**src/sv/fdf_pkg.sv**
```systemverilog
// shared types, constants and coefficient table of the half-rate fir decimator
// no dependencies
`default_nettype none

package fdf_pkg;

    localparam int TAP_COUNT         = 31;
    localparam int MID_TAP           = (TAP_COUNT - 1) / 2;
    localparam int HIST_AW           = 5;
    localparam int SAMPLE_W          = 16;
    localparam int COEF_W            = 16;
    localparam int PROD_W            = SAMPLE_W + 1 + COEF_W;
    localparam int ACC_W             = 34;
    localparam int ROUND_SHIFT       = 15;
    localparam int ROUND_BIAS        = 1 << (ROUND_SHIFT - 1);
    localparam int FDF_FRAME_SAMPLES = 480;
    localparam int FDF_QUEUE_DEPTH   = 2;

    typedef struct packed {
        logic signed [SAMPLE_W-1:0] sample;
        logic                       compute;
    } fdf_item_t;

    typedef enum logic [1:0] {
        BK_IDLE,
        BK_MAC,
        BK_DRAIN,
        BK_DONE
    } fdf_state_t;

    // coefficient of tap k for k up to the middle tap, the filter is symmetric about it; larger k read as zero
    function automatic logic signed [COEF_W-1:0] fdf_coef(input logic [HIST_AW-1:0] k);
        logic signed [COEF_W-1:0] c;
        case (k)
            5'd0:    c = 16'sd2;
            5'd1:    c = 16'sd9;
            5'd2:    c = -16'sd12;
            5'd3:    c = -16'sd54;
            5'd4:    c = 16'sd16;
            5'd5:    c = 16'sd180;
            5'd6:    c = 16'sd45;
            5'd7:    c = -16'sd426;
            5'd8:    c = -16'sd303;
            5'd9:    c = 16'sd787;
            5'd10:   c = 16'sd991;
            5'd11:   c = -16'sd1191;
            5'd12:   c = -16'sd2691;
            5'd13:   c = 16'sd1514;
            5'd14:   c = 16'sd10144;
            5'd15:   c = 16'sd14746;
            default: c = '0;
        endcase
        return c;
    endfunction

endpackage

`default_nettype wire

```
**src/sv/fdf_queue.sv**
```systemverilog
// short item queue between the front classifier and the filter engine
// depends on fdf_pkg
`default_nettype none

module fdf_queue
    import fdf_pkg::*;
(
    input  wire logic      clk,
    input  wire logic      rst_n,
    input  wire logic      push,
    input  wire fdf_item_t push_item,
    output logic           full,
    input  wire logic      pop,
    output logic           q_valid,
    output fdf_item_t      q_item
);

    localparam int QPTR_W = (FDF_QUEUE_DEPTH > 1) ? $clog2(FDF_QUEUE_DEPTH) : 1;
    localparam int QCNT_W = $clog2(FDF_QUEUE_DEPTH + 1);

    fdf_item_t           slot_reg [FDF_QUEUE_DEPTH];
    logic [QPTR_W-1:0]   wr_ptr_reg, wr_ptr_next;
    logic [QPTR_W-1:0]   rd_ptr_reg, rd_ptr_next;
    logic [QCNT_W-1:0]   count_reg, count_next;
    logic                do_push, do_pop;

    assign full    = (count_reg == QCNT_W'(FDF_QUEUE_DEPTH));
    assign q_valid = (count_reg != '0);
    assign q_item  = slot_reg[rd_ptr_reg];
    assign do_push = push && !full;
    assign do_pop  = pop && q_valid;

    always_comb
    begin
        wr_ptr_next = wr_ptr_reg;
        rd_ptr_next = rd_ptr_reg;
        count_next  = count_reg;
        if (do_push)
        begin
            wr_ptr_next = (wr_ptr_reg == QPTR_W'(FDF_QUEUE_DEPTH - 1)) ? '0 : wr_ptr_reg + 1'b1;
        end
        if (do_pop)
        begin
            rd_ptr_next = (rd_ptr_reg == QPTR_W'(FDF_QUEUE_DEPTH - 1)) ? '0 : rd_ptr_reg + 1'b1;
        end
        if (do_push && !do_pop)
        begin
            count_next = count_reg + 1'b1;
        end
        else if (do_pop && !do_push)
        begin
            count_next = count_reg - 1'b1;
        end
    end

    always_ff @(posedge clk or negedge rst_n)
    begin
        if (!rst_n)
        begin
            wr_ptr_reg <= '0;
            rd_ptr_reg <= '0;
            count_reg  <= '0;
        end
        else
        begin
            wr_ptr_reg <= wr_ptr_next;
            rd_ptr_reg <= rd_ptr_next;
            count_reg  <= count_next;
        end
    end

    always_ff @(posedge clk)
    begin
        if (do_push)
        begin
            slot_reg[wr_ptr_reg] <= push_item;
        end
    end

endmodule

`default_nettype wire

```
**src/sv/fdf_front.sv**
```systemverilog
// input side: takes samples, drops them while capture is off, tags every second one
// depends on fdf_pkg
`default_nettype none

module fdf_front
    import fdf_pkg::*;
(
    input  wire logic        clk,
    input  wire logic        rst_n,
    input  wire logic        capture_enable,
    input  wire logic        s_tvalid,
    output logic             s_tready,
    input  wire logic [31:0] s_tdata,
    input  wire logic        q_full,
    output logic             push,
    output fdf_item_t        push_item
);

    logic phase_reg, phase_next;

    // disabled capture swallows transfers, otherwise wait for queue room
    assign s_tready = !capture_enable || !q_full;
    assign push     = s_tvalid && capture_enable && !q_full;

    assign push_item.sample  = $signed(s_tdata[31:16]);
    assign push_item.compute = !phase_reg;

    assign phase_next = push ? !phase_reg : phase_reg;

    always_ff @(posedge clk or negedge rst_n)
    begin
        if (!rst_n)
        begin
            phase_reg <= 1'b0;
        end
        else
        begin
            phase_reg <= phase_next;
        end
    end

endmodule

`default_nettype wire

```
**src/sv/fdf_back.sv**
```systemverilog
// filter engine: history memory, folded mac over tap pairs, rounding, framing, output register
// depends on fdf_pkg
`default_nettype none

module fdf_back
    import fdf_pkg::*;
#(
    parameter int FRAME_SAMPLES = FDF_FRAME_SAMPLES
)
(
    input  wire logic        clk,
    input  wire logic        rst_n,
    input  wire logic        q_valid,
    input  wire fdf_item_t   q_item,
    output logic             pop,
    output logic             m_tvalid,
    input  wire logic        m_tready,
    output logic [15:0]      m_tdata,
    output logic             m_tlast
);

    localparam int FRAME_W = (FRAME_SAMPLES > 1) ? $clog2(FRAME_SAMPLES) : 1;
    localparam int SH_W    = ACC_W - ROUND_SHIFT;

    fdf_state_t                 state_reg, state_next;
    logic [HIST_AW-1:0]         wp_reg, wp_next;
    logic [TAP_COUNT-1:0]       hvalid_reg, hvalid_next;
    logic [HIST_AW-1:0]         a_ptr_reg, a_ptr_next;
    logic [HIST_AW-1:0]         b_ptr_reg, b_ptr_next;
    logic [HIST_AW-1:0]         k_reg, k_next;
    logic                       rd_vld_reg, prod_vld_reg;
    logic                       rd_av_reg, rd_bv_reg;
    logic [HIST_AW-1:0]         rd_k_reg;
    logic [FRAME_W-1:0]         frame_reg, frame_next;
    logic                       out_vld_reg, out_vld_next;
    logic                       start;
    logic                       load_out;
    logic                       frame_end;

    logic signed [SAMPLE_W-1:0] hist_mem [TAP_COUNT];
    logic signed [SAMPLE_W-1:0] rd_a_reg, rd_b_reg;
    logic signed [PROD_W-1:0]   prod_reg;
    logic signed [ACC_W-1:0]    acc_reg;
    logic signed [15:0]         out_data_reg;
    logic                       out_last_reg;

    logic signed [SAMPLE_W-1:0] sa, sb;
    logic signed [SAMPLE_W:0]   pre_sum;
    logic signed [ACC_W-1:0]    rnd;
    logic signed [SH_W-1:0]     shv;
    logic signed [15:0]         sat;

    assign m_tvalid = out_vld_reg;
    assign m_tdata  = out_data_reg;
    assign m_tlast  = out_last_reg;

    assign pop       = (state_reg == BK_IDLE) && q_valid;
    assign start     = pop && q_item.compute;
    assign load_out  = (state_reg == BK_DONE) && (!out_vld_reg || m_tready);
    assign frame_end = (frame_reg == FRAME_W'(FRAME_SAMPLES - 1));

    // unwritten history slots read as zero, and the middle tap enters the pre-add only once
    always_comb
    begin
        sa      = rd_av_reg ? rd_a_reg : '0;
        sb      = (rd_bv_reg && (rd_k_reg != HIST_AW'(MID_TAP))) ? rd_b_reg : '0;
        pre_sum = (SAMPLE_W+1)'(sa) + (SAMPLE_W+1)'(sb);
    end

    // round half up, floor shift, clamp to int16
    always_comb
    begin
        rnd = acc_reg + ACC_W'(ROUND_BIAS);
        shv = $signed(rnd[ACC_W-1:ROUND_SHIFT]);
        if (shv > SH_W'(32767))
        begin
            sat = 16'sh7fff;
        end
        else if (shv < -SH_W'(32768))
        begin
            sat = -16'sh8000;
        end
        else
        begin
            sat = shv[15:0];
        end
    end

    always_comb
    begin
        state_next   = state_reg;
        wp_next      = wp_reg;
        hvalid_next  = hvalid_reg;
        a_ptr_next   = a_ptr_reg;
        b_ptr_next   = b_ptr_reg;
        k_next       = k_reg;
        frame_next   = frame_reg;
        out_vld_next = out_vld_reg;
        if (out_vld_reg && m_tready)
        begin
            out_vld_next = 1'b0;
        end
        case (state_reg)
            BK_IDLE:
            begin
                if (pop)
                begin
                    hvalid_next[wp_reg] = 1'b1;
                    wp_next = (wp_reg == HIST_AW'(TAP_COUNT - 1)) ? '0 : wp_reg + 1'b1;
                    if (start)
                    begin
                        a_ptr_next = wp_reg;
                        b_ptr_next = (wp_reg == HIST_AW'(TAP_COUNT - 1)) ? '0 : wp_reg + 1'b1;
                        k_next     = '0;
                        state_next = BK_MAC;
                    end
                end
            end
            BK_MAC:
            begin
                a_ptr_next = (a_ptr_reg == '0) ? HIST_AW'(TAP_COUNT - 1) : a_ptr_reg - 1'b1;
                b_ptr_next = (b_ptr_reg == HIST_AW'(TAP_COUNT - 1)) ? '0 : b_ptr_reg + 1'b1;
                k_next     = k_reg + 1'b1;
                if (k_reg == HIST_AW'(MID_TAP))
                begin
                    state_next = BK_DRAIN;
                end
            end
            BK_DRAIN:
            begin
                if (!rd_vld_reg && !prod_vld_reg)
                begin
                    state_next = BK_DONE;
                end
            end
            BK_DONE:
            begin
                if (load_out)
                begin
                    out_vld_next = 1'b1;
                    frame_next   = frame_end ? '0 : frame_reg + 1'b1;
                    state_next   = BK_IDLE;
                end
            end
            default:
            begin
                state_next = BK_IDLE;
            end
        endcase
    end

    always_ff @(posedge clk or negedge rst_n)
    begin
        if (!rst_n)
        begin
            state_reg    <= BK_IDLE;
            wp_reg       <= '0;
            hvalid_reg   <= '0;
            a_ptr_reg    <= '0;
            b_ptr_reg    <= '0;
            k_reg        <= '0;
            frame_reg    <= '0;
            out_vld_reg  <= 1'b0;
            rd_vld_reg   <= 1'b0;
            prod_vld_reg <= 1'b0;
            rd_av_reg    <= 1'b0;
            rd_bv_reg    <= 1'b0;
            rd_k_reg     <= '0;
        end
        else
        begin
            state_reg    <= state_next;
            wp_reg       <= wp_next;
            hvalid_reg   <= hvalid_next;
            a_ptr_reg    <= a_ptr_next;
            b_ptr_reg    <= b_ptr_next;
            k_reg        <= k_next;
            frame_reg    <= frame_next;
            out_vld_reg  <= out_vld_next;
            rd_vld_reg   <= (state_reg == BK_MAC);
            prod_vld_reg <= rd_vld_reg;
            rd_av_reg    <= hvalid_reg[a_ptr_reg];
            rd_bv_reg    <= hvalid_reg[b_ptr_reg];
            rd_k_reg     <= k_reg;
        end
    end

    // history memory, one write port and two registered read ports
    always_ff @(posedge clk)
    begin
        if (pop)
        begin
            hist_mem[wp_reg] <= q_item.sample;
        end
        rd_a_reg <= hist_mem[a_ptr_reg];
        rd_b_reg <= hist_mem[b_ptr_reg];
    end

    // pre-add, multiply, accumulate, output register load
    always_ff @(posedge clk)
    begin
        prod_reg <= PROD_W'(pre_sum) * PROD_W'(fdf_coef(rd_k_reg));
        if (start)
        begin
            acc_reg <= '0;
        end
        else if (prod_vld_reg)
        begin
            acc_reg <= acc_reg + ACC_W'(prod_reg);
        end
        if (load_out)
        begin
            out_data_reg <= sat;
            out_last_reg <= frame_end;
        end
    end

endmodule

`default_nettype wire

```
**src/sv/fir_decimator_by_two_framer_unit.sv**
```systemverilog
// top level of the half-rate 31-tap fir decimator with output framing
// depends on fdf_pkg, fdf_front, fdf_queue, fdf_back
// path from an odd input's transfer to its output: queue, 16 mac steps, read, product and
// accumulator registers, rounding, output register; one input per cycle into a 2-deep queue
// while it has room, drained by the single shared mac over 15 tap pairs and the middle tap
// reset (rst_n, async, active low): history reads as zero, phase, pointer, frame count and
// capture_enable cleared, queue and output register empty
`default_nettype none

module fir_decimator_by_two_framer_unit
    import fdf_pkg::*;
#(
    parameter int FRAME_SAMPLES = FDF_FRAME_SAMPLES
)
(
    input  wire logic        clk,
    input  wire logic        rst_n,
    // input stream
    input  wire logic        s_tvalid,
    output logic             s_tready,
    input  wire logic [31:0] s_tdata,   // [31:16] left_sample
    // output stream
    output logic             m_tvalid,
    input  wire logic        m_tready,
    output logic [15:0]      m_tdata,   // [15:0] decimated_sample
    output logic             m_tlast,   // last_of_frame
    // register port
    input  wire logic        psel,
    input  wire logic        penable,
    input  wire logic        pwrite,
    input  wire logic [2:0]  paddr,
    input  wire logic [31:0] pwdata,
    output logic [31:0]      prdata,
    output logic             pready
);

    // capture_enable sits in bit 0 at addresses 0 to 3, address 4 and up hold nothing
    logic      capture_enable_reg, capture_enable_next;
    logic      reg_wr;

    logic      q_full;
    logic      push;
    fdf_item_t push_item;
    logic      pop;
    logic      q_valid;
    fdf_item_t q_item;

    assign pready = 1'b1;
    assign reg_wr = psel && penable && pwrite && pready;
    assign prdata = paddr[2] ? 32'd0 : {31'd0, capture_enable_reg};

    assign capture_enable_next = (reg_wr && !paddr[2]) ? pwdata[0] : capture_enable_reg;

    always_ff @(posedge clk or negedge rst_n)
    begin
        if (!rst_n)
        begin
            capture_enable_reg <= 1'b0;
        end
        else
        begin
            capture_enable_reg <= capture_enable_next;
        end
    end

    // front: waits for queue room while capturing, keeps upper half, marks compute items
    fdf_front u_front
    (
        .clk            (clk),
        .rst_n          (rst_n),
        .capture_enable (capture_enable_reg),
        .s_tvalid       (s_tvalid),
        .s_tready       (s_tready),
        .s_tdata        (s_tdata),
        .q_full         (q_full),
        .push           (push),
        .push_item      (push_item)
    );

    // decouples input transfers from the mac loop
    fdf_queue u_queue
    (
        .clk       (clk),
        .rst_n     (rst_n),
        .push      (push),
        .push_item (push_item),
        .full      (q_full),
        .pop       (pop),
        .q_valid   (q_valid),
        .q_item    (q_item)
    );

    // back: history write, filter, rounding, framing, output register
    fdf_back #(
        .FRAME_SAMPLES (FRAME_SAMPLES)
    ) u_back
    (
        .clk      (clk),
        .rst_n    (rst_n),
        .q_valid  (q_valid),
        .q_item   (q_item),
        .pop      (pop),
        .m_tvalid (m_tvalid),
        .m_tready (m_tready),
        .m_tdata  (m_tdata),
        .m_tlast  (m_tlast)
    );

endmodule

`default_nettype wire

```
**config.mk**
```make
export PLATFORM = sky130hd
export DESIGN_NAME = fir_decimator_by_two_framer_unit
export DESIGN_NICKNAME = d
export VERILOG_FILES = /design/src/sv/fdf_pkg.sv /design/src/sv/fdf_queue.sv /design/src/sv/fdf_front.sv /design/src/sv/fdf_back.sv /design/src/sv/fir_decimator_by_two_framer_unit.sv
export SDC_FILE = /design/constraint.sdc
export NUM_CORES = 2
export LEC_CHECK = 0
export BUFFER_PORTS_ARGS = -buffer_cell sky130_fd_sc_hd__buf_2
export CAP_MARGIN = 0
export CORE_MARGIN = 2
export CORE_UTILIZATION = 53
export CTS_CLUSTER_DIAMETER = 80
export DETAILED_ROUTE_END_ITERATION = 10
export GPL_TIMING_DRIVEN = 0
export PLACE_DENSITY = 0.72
export RECOVER_POWER = 50
export SLEW_MARGIN = 5
export SYNTH_ARGS = -nofsm -noshare
export SYNTH_HDL_FRONTEND = slang
export SYNTH_SLANG_ARGS = --single-unit
```
**constraint.sdc**
```tcl
create_clock -name clk -period 8.34 [get_ports clk]
set_input_delay 1.668 -clock clk [delete_from_list [all_inputs] [get_ports clk]]
set_output_delay 1.668 -clock clk [all_outputs]
set_load 0.01 [all_outputs]
```
==> results.toml <==
[floorplanning]
rows = 106
dieHeight_um = 294.1
top_level_ports = 126
floorplan.die_area_mm2 = 0.08650
initial_core_util_pct = 53.39
core_area_mm2 = 0.08356
die-width_um = 294.1

[cells_and_area]
number_of_nets_in_the_finished_design = 4066
area.growth.synth_to_final_pct = 14.21
most-common-layout-cells = "sky130_fd_sc_hd__edfxtp_1, sky130_fd_sc_hd__inv_1, sky130_fd_sc_hd__mux4_2"
mostFrequentLayoutCell = "sky130_fd_sc_hd__edfxtp_1"
number_of_flip_flops_under_the_largest_register_name = 496
final_layout_size_suffix_gt1_share_pct = 23.78

[clocking]
clkSlewWorstSetupHoldPaths_ps = 60
cts-buffers-inserted = 76
worstSkewPairLatency_ps = 650
cts.root.buffer_cell = "sky130_fd_sc_hd__clkbuf_16"
cts_hold_repair.buffers = 0
tritoncts_clock_tree = "done"
cts_sinks = 724
clockBufferDepth = 3
cts_htree_levels = 3

[global_routing]
antenna_violations_before_repair = 3
grtUsageTotal_pct = 28.96
grt_remaining_overflow = 0
wire_length_of_the_first_global_routing_pass_mm = 183.0
number_of_global_route_vias_before_repair = 29896
grt_start_max_net_pins = 52

[worst_setup_path]
cp_data_arrival_time_ps = 9410
startpoint_type = "register"
timing.critical_path.slowest_cell_delay_ps = 560
critical_path_class = "reg2reg"
critical_path.slowest_cell = "sky130_fd_sc_hd__fa_1"
worst-path-max-fanout = 10
timing.critical_path.to_type = "register"
worst_ep_required_time_ps = 8880

[routing]
post_drt_via_cell_ratio = 6.259
drt_drc_violations_left = 0
detail-route-antenna-nets = 0
first_iter_violations = 3301
detailedRoute.firstPassIterationCount = 6
via_count = 29425
drt_wl_total_mm = 123.6
drt-wirelength-per-cell_um = 26.29

[placement]
place.port_buffers = 44
dp_hpwl_mm = 88.05
last_weighted_congestion_value_of_the_routability_driven_placer = 0.9654

[run_status]
failed_checks = "max-capacitance violations, max-slew violations, negative setup slack"
status = "finished, violations left"

[timing]
worst_slew_margin_rel_pct = -104.7
hold_viol_final = 0
timing_worst_slew_pin_value_ps = 3071
setup_viol = 9
final.period_utilization_pct = 106.3
finClkSkew_ps = 28.17
layout_setup_ws_ps = -523.3
slew_viol_final = 81
final_critical_period_ps = 8863
maxClockFrequency_mhz = 112.8
tns_ps = -2459
grt_setup_unrepaired = "true"

[run]
max_cap_violations = 2

[logic_synthesis]
number_of_synthesized_flops_with_an_enable_pin = 547
synth_async_sr_flop_share_pct = 10.77
ys_ff_latch = 724
count_of_cell_types_in_the_netlist = 85
part_of_the_yosys_area_used_for_sequential_elements_pct = 45.64
synth_top_flop_cell = "sky130_fd_sc_hd__edfxtp_1"
synth.yosys.warnings = 0
synth_cells = 3302
netlist_area_mm2 = 0.04461
syn_area_per_cell_um2 = 13.51

[worst_hold_path]
hold_path.class = "reg2reg"
==> per-stage QoR <==
stage	setup WS, ps	instance area, um^2	hold slack, ps	utilization [%]	std cells
floorplan	-140.7	45010	348.8	-	3332
global placement	-1641	46580	353.5	55.75	4456
detailed placement	-1721	47340	356.0	56.65	4488
CTS	-589.2	50710	369.7	60.69	4680
global route	-828.3	50950	381.6	60.97	4700
finish	-523.3	50950	370.1	60.97	4701
==> final cells by class <==
class	instances	area (um^2)
Tap cell	1080	1351
Fill cell	6175	32610
Timing Repair Buffer	152	1461
Clock inverter	45	390.4
Buffer	175	865.8
Antenna cell	1	2.502
Inverter	349	1315
Sequential cell	724	20370
Multi-Input combinational cell	2080	23070
Clock buffer	95	2123
==> final timing paths <==
kind,to,startpoint,depth (start not counted),slack [ps]
setup / recovery,u_back.prod_reg[31],u_back.rd_k_reg[3],38,-520
hold / removal,u_back.prod_vld_reg,u_back.rd_vld_reg,0,370
setup reg to reg,u_back.prod_reg[31],u_back.rd_k_reg[3],38,-520
hold reg to reg,u_back.prod_vld_reg,u_back.rd_vld_reg,0,370
max in group asynchronous,u_back.wp_reg[2],rst_n,2,3340
min in group asynchronous,u_back.frame_reg[5],rst_n,1,1400
==> Yosys cell counts (all sizes together) (4+ instances only) <==
cell	number	area (um^2)
a211o	5	43.79
a211oi	11	87.58
a21boi	7	56.31
a21o	31	232.7
a21oi	80	419.2
a221oi	4	35.03
a31oi	10	62.56
and2	41	256.5
and3	15	93.84
buf	67	384.1
clkbuf	112	420.4
dfrtp	78	1952
dfxtp	99	1982
edfxtp	547	16430
fa	278	5565
ha	156	1952
inv	347	1303
mux2	53	596.8
mux2i	59	590.6
mux4	305	6869
nand2	249	934.7
nand2b	28	175.2
nand3	36	180.2
nand4	9	56.30
nor2	264	991.0
nor2b	14	87.58
nor3	24	120.1
nor4	5	46.29
o211ai	6	45.04
o21a	10	75.07
o21ai	111	559.3
o21bai	12	90.09
o22ai	6	37.54
o31ai	9	72.57
or2	45	281.5
or3	5	31.28
xnor2	73	646.9
xor2	40	357.8
==> worst max-delay path, delay by kind of cell, from the launching register on <==
family | cells | cell delay [ps]
AO/OA/AOI/OAI | 17 | 3710
AND/OR/NAND/NOR | 4 | 310
XOR/XNOR | 2 | 500
buffers and inverters | 7 | 660
flip-flops | 1 | 470
adder cells (fa/ha/maj) | 8 | 3100
==> what timing repair did <==
| action | in CTS | in global routing |
|---|---|---|
| gates cloned | 0 | 0 |
| setup buffers | 56 | 19 |
| setup endpoints to repair | 21 | 17 |
| pin swaps | 70 | 53 |
| resized for setup | 91 | 36 |
| hold endpoints to repair | 0 | 0 |
==> cell families (layout without fill, tap and decap cells) <==
| logic type | after synthesis | count (layout) | share of synthesized area [%] |
|---|---|---|---|
| buffers and inverters | 528 | 816 | 4.740 |
| adder cells (fa/ha/maj) | 434 | 434 | 16.85 |
| XOR/XNOR | 113 | 113 | 2.252 |
| flip-flops | 724 | 724 | 45.64 |
| other | 2 | 33 | 0.01684 |
| multiplexers | 417 | 417 | 18.06 |
| AND/OR/NAND/NOR | 747 | 747 | 7.525 |
| AO/OA/AOI/OAI | 337 | 337 | 4.914 |
==> metal layers <==
metal | GRT usage (%) | share of wire (%) | vias to the layer above
met5 | 0 | 0.0073 | -
met4 | 18.02 | 7.2 | 2
met3 | 6.231 | 9.5 | 440
met2 | 47.57 | 49 | 1765
met1 | 35.07 | 35 | 14899
li1 | - | - | 12319
Power is left out: the tool's default activity adds up to more than one toggle a clock period on the data nets, which glitch-free logic cannot reach.
